--- config.mk ---
export PLATFORM = sky130hd
export DESIGN_NAME = bgi_queue
export DESIGN_NICKNAME = d
export VERILOG_FILES = /design/src/rtl/core/bgi_pkg.sv /design/src/rtl/core/bgi_queue.sv
export SDC_FILE = /design/constraint.sdc
export NUM_CORES = 1
export LEC_CHECK = 0
export BUFFER_PORTS_ARGS = -buffer_cell sky130_fd_sc_hd__buf_2
export CORE_MARGIN = 2
export CORE_UTILIZATION = 49
export DETAILED_ROUTE_END_ITERATION = 10
export PLACE_DENSITY_LB_ADDON = 0.25
export SYNTH_ARGS = -nofsm -noshare
export SYNTH_HDL_FRONTEND = slang
export SYNTH_SLANG_ARGS = --single-unit
--- constraint.sdc ---
create_clock -name clk_i -period 1.5 [get_ports clk_i]
set_input_delay 0.3 -clock clk_i [delete_from_list [all_inputs] [get_ports clk_i]]
set_output_delay 0.3 -clock clk_i [all_outputs]
set_load 0.03 [all_outputs]
--- src/rtl/core/bgi_pkg.sv ---
// bgi_pkg: shared constants, codes and state types of the bilinear grid interpolator.
// No dependencies; every other file of the block but bgi_ram imports it.
package bgi_pkg;

  localparam int DEF_MAX_COLUMNS = 16;
  localparam int DEF_MAX_ROWS    = 16;
  localparam int DEF_VALUE_BITS  = 32;

  localparam int FIELD_INDEX_BITS = 4;
  localparam int COUNT_BITS       = 5;
  localparam int CFG_INDEX_BITS   = 2;
  localparam logic [COUNT_BITS-1:0] COUNT_RESET = 5'd16;
  localparam int COUNT_MIN        = 2;

  localparam logic [CFG_INDEX_BITS-1:0] CFG_COLUMN_COUNT = 2'd0;
  localparam logic [CFG_INDEX_BITS-1:0] CFG_ROW_COUNT    = 2'd1;

  typedef enum logic [1:0] {
    CMD_LOAD_X    = 2'd0,
    CMD_LOAD_Y    = 2'd1,
    CMD_LOAD_GRID = 2'd2,
    CMD_QUERY     = 2'd3
  } bgi_cmd_e;

  typedef enum logic [1:0] {
    STATUS_OK    = 2'd0,
    STATUS_RANGE = 2'd1,
    STATUS_ORDER = 2'd2
  } bgi_status_e;

  typedef enum logic [2:0] {
    ST_IDLE,
    ST_CHECK,
    ST_READ,
    ST_LERP0,
    ST_LERP1,
    ST_LERP2,
    ST_EMIT
  } bgi_state_e;

  typedef enum logic [1:0] {
    LP_IDLE,
    LP_MUL,
    LP_DIV,
    LP_SUM
  } bgi_lerp_state_e;

  typedef struct packed {
    logic start;
    logic done;
  } bgi_lerp_ctrl_t;

endpackage

--- src/rtl/core/bgi_queue.sv ---
// bgi_queue: two-entry queue between front and back.
// Depends on bgi_pkg.
module bgi_queue import bgi_pkg::*; #(
  parameter int WIDTH = 8
) (
  input  logic             clk_i,
  input  logic             rst_ni,
  input  logic             push_i,
  input  logic [WIDTH-1:0] data_i,
  output logic             full_o,
  input  logic             pop_i,
  output logic             valid_o,
  output logic [WIDTH-1:0] data_o
);

  logic [WIDTH-1:0] slot_q [2];
  logic             wr_ptr_q, wr_ptr_d, rd_ptr_q, rd_ptr_d;
  logic [1:0]       count_q, count_d;

  assign full_o  = count_q == 2'd2;
  assign valid_o = count_q != 2'd0;
  assign data_o  = slot_q[rd_ptr_q];

  always_comb begin
    wr_ptr_d = push_i ? !wr_ptr_q : wr_ptr_q;
    rd_ptr_d = pop_i ? !rd_ptr_q : rd_ptr_q;
    count_d  = count_q + 2'(push_i) - 2'(pop_i);
  end

  always_ff @(posedge clk_i or negedge rst_ni) begin
    if (!rst_ni) begin
      wr_ptr_q <= 1'b0;
      rd_ptr_q <= 1'b0;
      count_q  <= 2'd0;
    end else begin
      wr_ptr_q <= wr_ptr_d;
      rd_ptr_q <= rd_ptr_d;
      count_q  <= count_d;
    end
  end

  always_ff @(posedge clk_i) begin
    if (push_i) begin
      slot_q[wr_ptr_q] <= data_i;
    end
  end

endmodule

==> results of run 1 <==
## repair_timing
action                                  4_1_cts  5_1_grt
hold buffers                                  1        0
gates resized for setup                      20        3
buffers inserted                              3        0
endpoints found under the setup margin        8        9
endpoints found under the hold margin         4        0
## flip-flops by register name, indices dropped and copies added, names as in the netlist
signal / cells
slot_q: 16
count_q: 2
wr_ptr_q: 1
rd_ptr_q: 1
## synthesized netlist by cell type
master / n / area share [%]
inv_1: 2 / 0.93
xor2_1: 2 / 2.2
and2_1: 1 / 0.77
ha_1: 2 / 3.1
nor2b_1: 2 / 1.5
xor3_1: 1 / 2.9
mux2_4: 8 / 15
buf_6: 1 / 1.4
edfxtp_1: 16 / 59
or2_2: 1 / 0.77
dfrtp_1: 4 / 12
## layer usage
| metal | track usage, % | share of wire (%) | up-vias |
|---|---|---|---|
| li1 | - | - | 205 |
| met1 | 13.8 | 37 | 215 |
| met2 | 28.1 | 58 | 13 |
| met3 | 3.67 | 4.3 | 0 |
| met4 | 5.45 | 0 | 0 |
| met5 | 0 | 0 | - |
## stage by stage
step | hold slack [ns] | cell area (sq um) | cells | worst slack (ns)
4_1_cts | 0.185 | 1060 | 86 | -0.0929
3_3_place_gp | 0.111 | 940 | 78 | 0.0548
2_1_floorplan | 0.00441 | 811 | 40 | 0.195
3_5_place_dp | 0.110 | 940 | 78 | 0.0357
6_report | 0.189 | 1060 | 86 | -0.0890
5_1_grt | 0.179 | 1060 | 86 | -0.126
## worst paths after layout
path / start / to / slack (ns) / cells past startpoint
max reg2reg: count_q[0]$_DFF_PN0_ / count_q[1]$_DFF_PN0_ / 0.09 / 5
max in group asynchronous: rst_ni / rd_ptr_q$_DFFE_PN0P_ / 1.03 / 2
min in group asynchronous: rst_ni / wr_ptr_q$_DFFE_PN0P_ / 0.34 / 2
max: rd_ptr_q$_DFFE_PN0P_ / data_o[0] / -0.09 / 3
min reg2reg: wr_ptr_q$_DFFE_PN0P_ / wr_ptr_q$_DFFE_PN0P_ / 0.52 / 1
min: data_i[0] / slot_q[0][0]$_DFFE_PP_ / 0.19 / 1
## cell type report
class                           count  area, sq um
Clock buffer                        4         26.3
Sequential cell                    20          582
Multi-Input combinational cell     17          211
Timing Repair Buffer               27          216
Inverter                            2         7.51
Tap cell                           16         20.0
Fill cell                         112          460
## cells by family (layout without fill, tap and decap cells)
logic type	Yosys count	after routing
XOR/XNOR	3	3
multiplexers	8	8
flip-flops	20	20
AND/OR/NAND/NOR	4	4
buffers and inverters	3	33
adder cells (fa/ha/maj)	2	2
## power groups by stage
stage / registers [uW] / clock network (uW) / logic [uW]
after global routing: 838 / 281 / 1110
after global placement: 877 / 0 / 749
final: 824 / 255 / 1050
after detailed placement: 888 / 0 / 768
after floorplan: 811 / 0 / 666
after CTS: 824 / 258 / 1040
==> flow_summary.yaml, run 1 <==
final_layout:
  mostFrequentLayoutCells: "edfxtp_1 (16), buf_2 (12), buf_6 (11)"
  fin_util_pct: 69.8
  area_growth_pct: 31.2
  final_nets: 85
  final_common_cell: "edfxtp_1"
  layout-drive-gt1-share_pct: 55.7
  antenna_cells: 0
setup_path:
  critPathMaxStageDelay_ns: 0.43
  crit_required_ns: 1.20
  path_buf_inv: 2
  cp_max_fo: 5
  crit_chain: "buf_6 > mux2_4 > buf_6"
  cp-end-kind: "output pin"
  cpMostUsedCell: "buf_6"
  critPathLaunchType: "flop"
  cp_top_family: "flip-flops"
  crit_type: "reg -> out"
  critical_path_arrival_ns: 1.29
  cp_slowest_cell: "dfrtp_2"
power_and_ir_drop:
  p_comb_share_pct: 49.3
  seqPwrFrac_pct: 38.7
  p_sw_uw: 717
  p_clk_share_pct: 12.0
  p_int_uw: 1410
  power_uw: 2130
  switching_share_pct: 33.7
  p_leak_uw: 0.000470
  powerDensity_nw_per_um2: 2000
  max-vdd-ir-drop_uv: 1010
yosys:
  synthSimpleGateAreaFrac_pct: 3.09
  syn_avg_cell_area_sq_um: 20.3
  synth_cell_types: 11
  synth-xor-area-share_pct: 5.09
  ys_seq_area_share_pct: 71.6
  synth-seq-cells: 20
  synth_adder_area_share_pct: 3.09
  synth_top_family_by_area: "multiplexers"
  synth_compound_area_share_pct: 0
  synthesis.area_sq_um: 811
  syn_nets: 54
  synthMuxAreaShare_pct: 14.8
  ys.warnings.count: 0
  syn_inst: 40
timing:
  rsz0062_at_grt: "true"
  hold_viol_final: 0
  worst_pin_slew_ns: 0.385
  setup_tns_ns: -0.656
  fin_ws_ns: -0.0890
  finalCritPeriodShare_pct: 106
  setup_viol: 8
  max_slew_margin_pct: 74.3
  timing.fmax_mhz: 629
  period_needed_ns: 1.59
  drv_slew: 0
  clock_skew_ns: 0.00442
clock_network:
  clock-root-buffer: "clkbuf_4"
  cts_made_buffers: 3
  clock_latency_ns: 0.29
  htree_levels: 1
  clock_path_buffers: 2
  cts_sinks: 20
  path_clk_slew_ns: 0.11
  cts_tree: "yes"
global_route:
  grt_pass1_wl_mm: 1.92
  antenna_found_initial: 0
  grt_pass1_vias: 460
  grt_usage_pct: 14.3
  overflow: 0
  grt_max_degree: 12
floorplanning:
  ios: 22
  die_h_um: 44.7
  die_w_um: 44.7
  initial_core_util_pct: 53.2
  std_cell_rows: 14
  core-area_sq_um: 1520
  die_area_sq_um: 2000
route:
  drt_iter0_drc: 6
  final_antenna_net_count: 0
  drc_errors: 0
  wirelength_mm: 1.21
  num_vias: 433
  routed_via_density: 5.03
  wl_per_cell_um: 14.0
  drt-pass1-iter-count: 3
job:
  max-cap-violations: 0
placed_design:
  io_buffer_count: 21
  gp_congestion: 0.624
outcome:
  violations: "setup timing"
  outcome: "finished, violations left"
worst_hold_path:
  worstHoldPathType: "in -> reg"
Note: power is estimated with default switching activity, not from simulation.
==> run 2: changes to the inputs <==
==> constraint.sdc (replaced) <==
create_clock -name clk_i -period 1.5 [get_ports clk_i]
set_input_delay 0.3 -clock clk_i [delete_from_list [all_inputs] [get_ports clk_i]]
set_output_delay 0.3 -clock clk_i [all_outputs]
set_load 0.02 [all_outputs]
==> run 2 against run 1 <==
  * The flow still finishes with violations (setup timing)
  * Highest routed layer unchanged
  * First-iteration DRC count increased by 17%
  * Register-to-register slack better by 0.03 ns
  * Die area is the same
  * Core utilization shrank 0.41 points
  * Combinational power down 11%
  * Sequential share of layout area grew 0.32 points
  * Worst hold slack better by 0.0033 ns
  * Routed wire length shrank 2.9%
  * Via count is 0.92% lower
  * Critical endpoint is now data_o[5]
  * Worst setup slack got worse by 0.010 ns
==> flow_summary.yaml, run 2 (same netlist as run 1, synthesis figures left out) <==
outcome:
  outcome: "finished, violations left"
  violations: "setup timing"
route:
  drc_errors: 0
  dr_wl_met2_um: 633
  drt-met1-wl_um: 468
  met3_wirelength_um: 70
  drt_iter0_drc: 7
  num_vias: 429
  final_antenna_net_count: 0
  maxUsedRoutingLayer: "met3"
  wl_per_cell_um: 13.6
  wirelength_mm: 1.17
  drt-pass1-iter-count: 4
  routed_via_density: 4.99
setup_path:
  critPathMaxStageDelay_ns: 0.44
  cp_top_family: "flip-flops"
  crit_chain: "buf_6 > mux2_4 > buf_6"
  cp_max_fo: 5
  critPathLaunchType: "flop"
  crit_type: "reg -> out"
  cp_slowest_cell: "dfrtp_2"
  critical_path_arrival_ns: 1.30
  path_buf_inv: 2
  cpMostUsedCell: "buf_6"
  crit_required_ns: 1.20
  cp-end-kind: "output pin"
timing:
  hold_viol_final: 0
  clock_skew_ns: 0.00233
  finalCritPeriodShare_pct: 107
  timing.fmax_mhz: 625
  fin_hold_ws_ns: 0.192
  max_slew_margin_pct: 74.1
  fin_ws_ns: -0.0992
  drv_slew: 0
  setup_viol: 8
  rsz0062_at_grt: "true"
  worst_pin_slew_ns: 0.388
  period_needed_ns: 1.60
clock_network:
  clock-root-buffer: "clkbuf_4"
  clock_path_buffers: 2
  path_clk_slew_ns: 0.11
  cts_made_buffers: 3
  clock_latency_ns: 0.29
  htree_levels: 1
  cts_sinks: 20
  cts_tree: "yes"
global_route:
  antenna_found_initial: 0
  overflow: 0
  grt_max_degree: 12
  grt_usage_pct: 14.1
  grt_pass1_wl_mm: 1.92
  grt_pass1_vias: 465
floorplanning:
  core-area_sq_um: 1520
  std_cell_rows: 14
  die_w_um: 44.7
  initial_core_util_pct: 53.2
  die_h_um: 44.7
  ios: 22
  die_area_sq_um: 2000
final_layout:
  layout-drive-gt1-share_pct: 55.7
  stdcell_count: 86
  largest_register_ffs: 16
  mostFrequentLayoutCells: "edfxtp_1 (16), buf_2 (13), buf_6 (10)"
  top_regs: "slot_q x16, count_q x2"
  final_nets: 85
  antenna_cells: 0
  area_growth_pct: 30.4
  fin_util_pct: 69.4
  final_common_cell: "edfxtp_1"
  top_register: "slot_q"
worst_hold_path:
  worstHoldPathType: "in -> reg"
power_and_ir_drop:
  p_leak_uw: 0.000467
  powerDensity_nw_per_um2: 1900
  max-vdd-ir-drop_uv: 1180
placed_design:
  placed_cells: 78
  io_buffer_count: 21
  gp_congestion: 0.628
job:
  max-cap-violations: 0
==> run 2: cell count changes in the layout (fill, tap and decap cells not counted) <==
cell / before / now
buf_2: 12 / 13
clkbuf_1: 1 / 0
clkinv_1: 0 / 1
buf_6: 11 / 10
==> run 2: layout make-up <==
cell class	count	area [sq um]
multi-input cells	17	211
flip-flops and latches	20	582
clock buffers	3	22.5
fillers	101	467
repair buffers	27	210
well taps	16	20.0
clock inverters	1	3.75
inverters	2	7.51
==> run 2: stage by stage <==
step | power, uW | worst slack [ns] | TNS [ns] | cell area, sq um
after floorplan | 1380 | 0.195 | 0 | 811
after global placement | 1530 | 0.0739 | 0 | 940
after detailed placement | 1560 | 0.0546 | 0 | 940
after CTS | 2020 | -0.0892 | -0.665 | 1060
after global routing | 2120 | -0.143 | -1.07 | 1060
final | 2010 | -0.0992 | -0.754 | 1060
==> run 2: layer usage <==
layer / vias to the layer above / global-route usage (%)
li1: 205 / -
met5: - / 0
met1: 208 / 15.0
met2: 16 / 27.0
met3: 0 / 2.45
met4: 0 / 5.45
==> run 2: final timing paths <==
check                                startpoint                     end  slack [ns]  cells past startpoint
max                        rd_ptr_q$_DFFE_PN0P_               data_o[5]        -0.1                      3
min                                   data_i[6]  slot_q[1][6]$_DFFE_PP_        0.19                      1
max reg2reg                count_q[0]$_DFF_PN0_    count_q[1]$_DFF_PN0_        0.12                      5
min reg2reg                wr_ptr_q$_DFFE_PN0P_    wr_ptr_q$_DFFE_PN0P_        0.49                      1
max in group asynchronous                rst_ni    rd_ptr_q$_DFFE_PN0P_        1.04                      2
min in group asynchronous                rst_ni    rd_ptr_q$_DFFE_PN0P_        0.32                      2
==> run 2: timing repair <==
item	4_1_cts	5_1_grt
endpoints found under the hold margin	4	0
pin swaps	0	0
hold buffers	1	0
setup buffers	3	0
setup endpoints to repair	8	8
gates resized for setup	20	0
==> run 2: report_power, final <==
group | switching, uW | internal (uW) | leakage [uW]
registers | 64.0 | 758 | 0.000196
clock network | 151 | 96.6 | 0.0000154
logic | 407 | 530 | 0.000256
==> run 3: changes to the inputs <==
Settings changed: CORE_UTILIZATION 49 to 53, GPL_TIMING_DRIVEN set to 0.
Clock period 1.5 ns to 2 ns, I/O delays scaled along.
==> run 3 against run 2 <==
  * The run now ends clean
  * Sequential share of layout area increased by 3.1 points
  * Cell area shrank 5.6%
  * Clock power increased by 27%
  * First-iteration DRC count down 71%
  * Power fell by 27%
  * Sequential cell count did not move
  * Die area is 6.9% lower
==> flow_summary.yaml, run 3 (same netlist as run 1, synthesis figures left out) <==
outcome:
  outcome: "complete, no violations"
setup_path:
  crit_type: "reg -> out"
  critPathLaunchType: "flop"
  cp-end-kind: "output pin"
  cp_max_fo: 9
  critPathMaxStageDelay_ns: 0.38
  crit_required_ns: 1.60
  crit_chain: "buf_6 > mux2_4 > buf_2"
  path_buf_inv: 2
  cp_top_family: "flip-flops"
  cp_slowest_cell: "dfrtp_1"
  critical_path_arrival_ns: 1.29
final_layout:
  final-seq-area_sq_um: 581
  final_nets: 81
  stdcell_count: 82
  top_regs: "slot_q x16, count_q x2"
  antenna_cells: 0
  final_common_cell: "buf_2"
  top_register: "slot_q"
  mostFrequentLayoutCells: "buf_2 (21), edfxtp_1 (16), mux2_4 (8)"
  n_fill_cell: 113
  multi_input_area_sq_um: 211
  fin_util_pct: 67.9
  largest_register_ffs: 16
  area_growth_pct: 23.1
  layout-drive-gt1-share_pct: 53.0
power_and_ir_drop:
  p_comb_share_pct: 37.1
  p_int_uw: 1040
  switching_share_pct: 29.0
  p_sw_uw: 425
  p_clk_share_pct: 21.4
  powerDensity_nw_per_um2: 1470
  max-vdd-ir-drop_uv: 1040
  p_leak_uw: 0.000443
  power_uw: 1470
  seqPwrFrac_pct: 41.5
route:
  wl_per_cell_um: 11.9
  routed_via_density: 4.79
  drt-pass1-iter-count: 2
  dr_wl_met2_um: 548
  drt-met1-wl_um: 384
  maxUsedRoutingLayer: "met3"
  final_antenna_net_count: 0
  wirelength_um: 979
  num_vias: 393
  drc_errors: 0
  met3_wirelength_um: 47
  drt_iter0_drc: 2
clock_network:
  htree_levels: 1
  clock_path_buffers: 2
  cts_tree: "yes"
  path_clk_slew_ns: 0.10
  ctsHoldBuffers: 1
  cts-resized-gates: 0
  clock_latency_ns: 0.29
  cts_made_buffers: 3
  cts_sinks: 20
  post_cts_buffers: 0
  clock-root-buffer: "clkbuf_4"
worst_hold_path:
  worstHoldPathType: "in -> reg"
timing:
  fin_hold_ws_ns: 0.292
  period_needed_ns: 1.69
  clock_skew_ns: 0.000248
  finalCritPeriodShare_pct: 84.4
  worst_pin_slew_ns: 0.717
  drv_slew: 0
  rsz0062_at_grt: "false"
  setup_viol: 0
  timing.fmax_mhz: 593
  max_slew_margin_pct: 52.1
  hold_viol_final: 0
  setup_tns_ns: 0
global_route:
  grt_pass1_wl_mm: 1.61
  antenna_found_initial: 0
  grt_max_degree: 13
  overflow: 0
  grt_pass1_vias: 396
  grt_usage_pct: 12.4
placed_design:
  gp_congestion: 0.578
  io_buffer_count: 21
  placed_cells: 77
floorplanning:
  die_area_sq_um: 1860
  core-area_sq_um: 1470
  initial_core_util_pct: 55.1
  die_h_um: 43.1
  die_w_um: 43.1
  ios: 22
  std_cell_rows: 14
job:
  max-cap-violations: 0
==> run 3: per-layer routing <==
metal	track usage (%)	up-vias
met5	0	-
li1	-	200
met1	12.5	182
met3	2.55	0
met2	23.6	11
met4	5.45	0
==> run 3: worst paths after layout <==
check / start / to / slack, ns / cells after the start
max in group asynchronous: rst_ni / wr_ptr_q$_DFFE_PN0P_ / 1.44 / 2
max: rd_ptr_q$_DFFE_PN0P_ / data_o[0] / 0.31 / 3
min in group asynchronous: rst_ni / count_q[1]$_DFF_PN0_ / 0.45 / 2
min: data_i[0] / slot_q[0][0]$_DFFE_PP_ / 0.29 / 1
max reg2reg: count_q[0]$_DFF_PN0_ / count_q[1]$_DFF_PN0_ / 0.63 / 5
min reg2reg: wr_ptr_q$_DFFE_PN0P_ / wr_ptr_q$_DFFE_PN0P_ / 0.49 / 1
==> run 3: metrics by stage <==
step | setup slack, ns | instance area, sq um
after floorplan | 0.654 | 811
after global placement | 0.501 | 936
after detailed placement | 0.487 | 936
after CTS | 0.302 | 998
after global routing | 0.264 | 998
final | 0.313 | 998
==> run 3: power groups by stage <==
| stage | sequential (uW) | clock [uW] | combinational, uW |
|---|---|---|---|
| 6_report | 609 | 314 | 545 |
| 5_1_grt | 625 | 336 | 588 |
| 4_1_cts | 610 | 321 | 554 |
| 3_5_place_dp | 620 | 0 | 552 |
| 3_3_place_gp | 614 | 0 | 542 |
| 2_1_floorplan | 609 | 0 | 429 |
==> run 3: worst reg2reg max path: stages, from the launching register on <==
cell and delay [ns]:
dfrtp_1 0.38, inv_1 0.05, ha_1 0.26, inv_1 0.06, ha_1 0.13, xor3_1 0.39
==> run 3: final cells by class <==
cell class | count | share of cell area (%)
timing repair buffer | 22 | 11.5
multi-input combinational | 17 | 21.2
tap | 16 | 2.01
clock buffer | 3 | 2.26
buffer | 1 | 1.13
clock inverter | 1 | 3.01
sequential | 20 | 58.1
inverter | 2 | 0.752
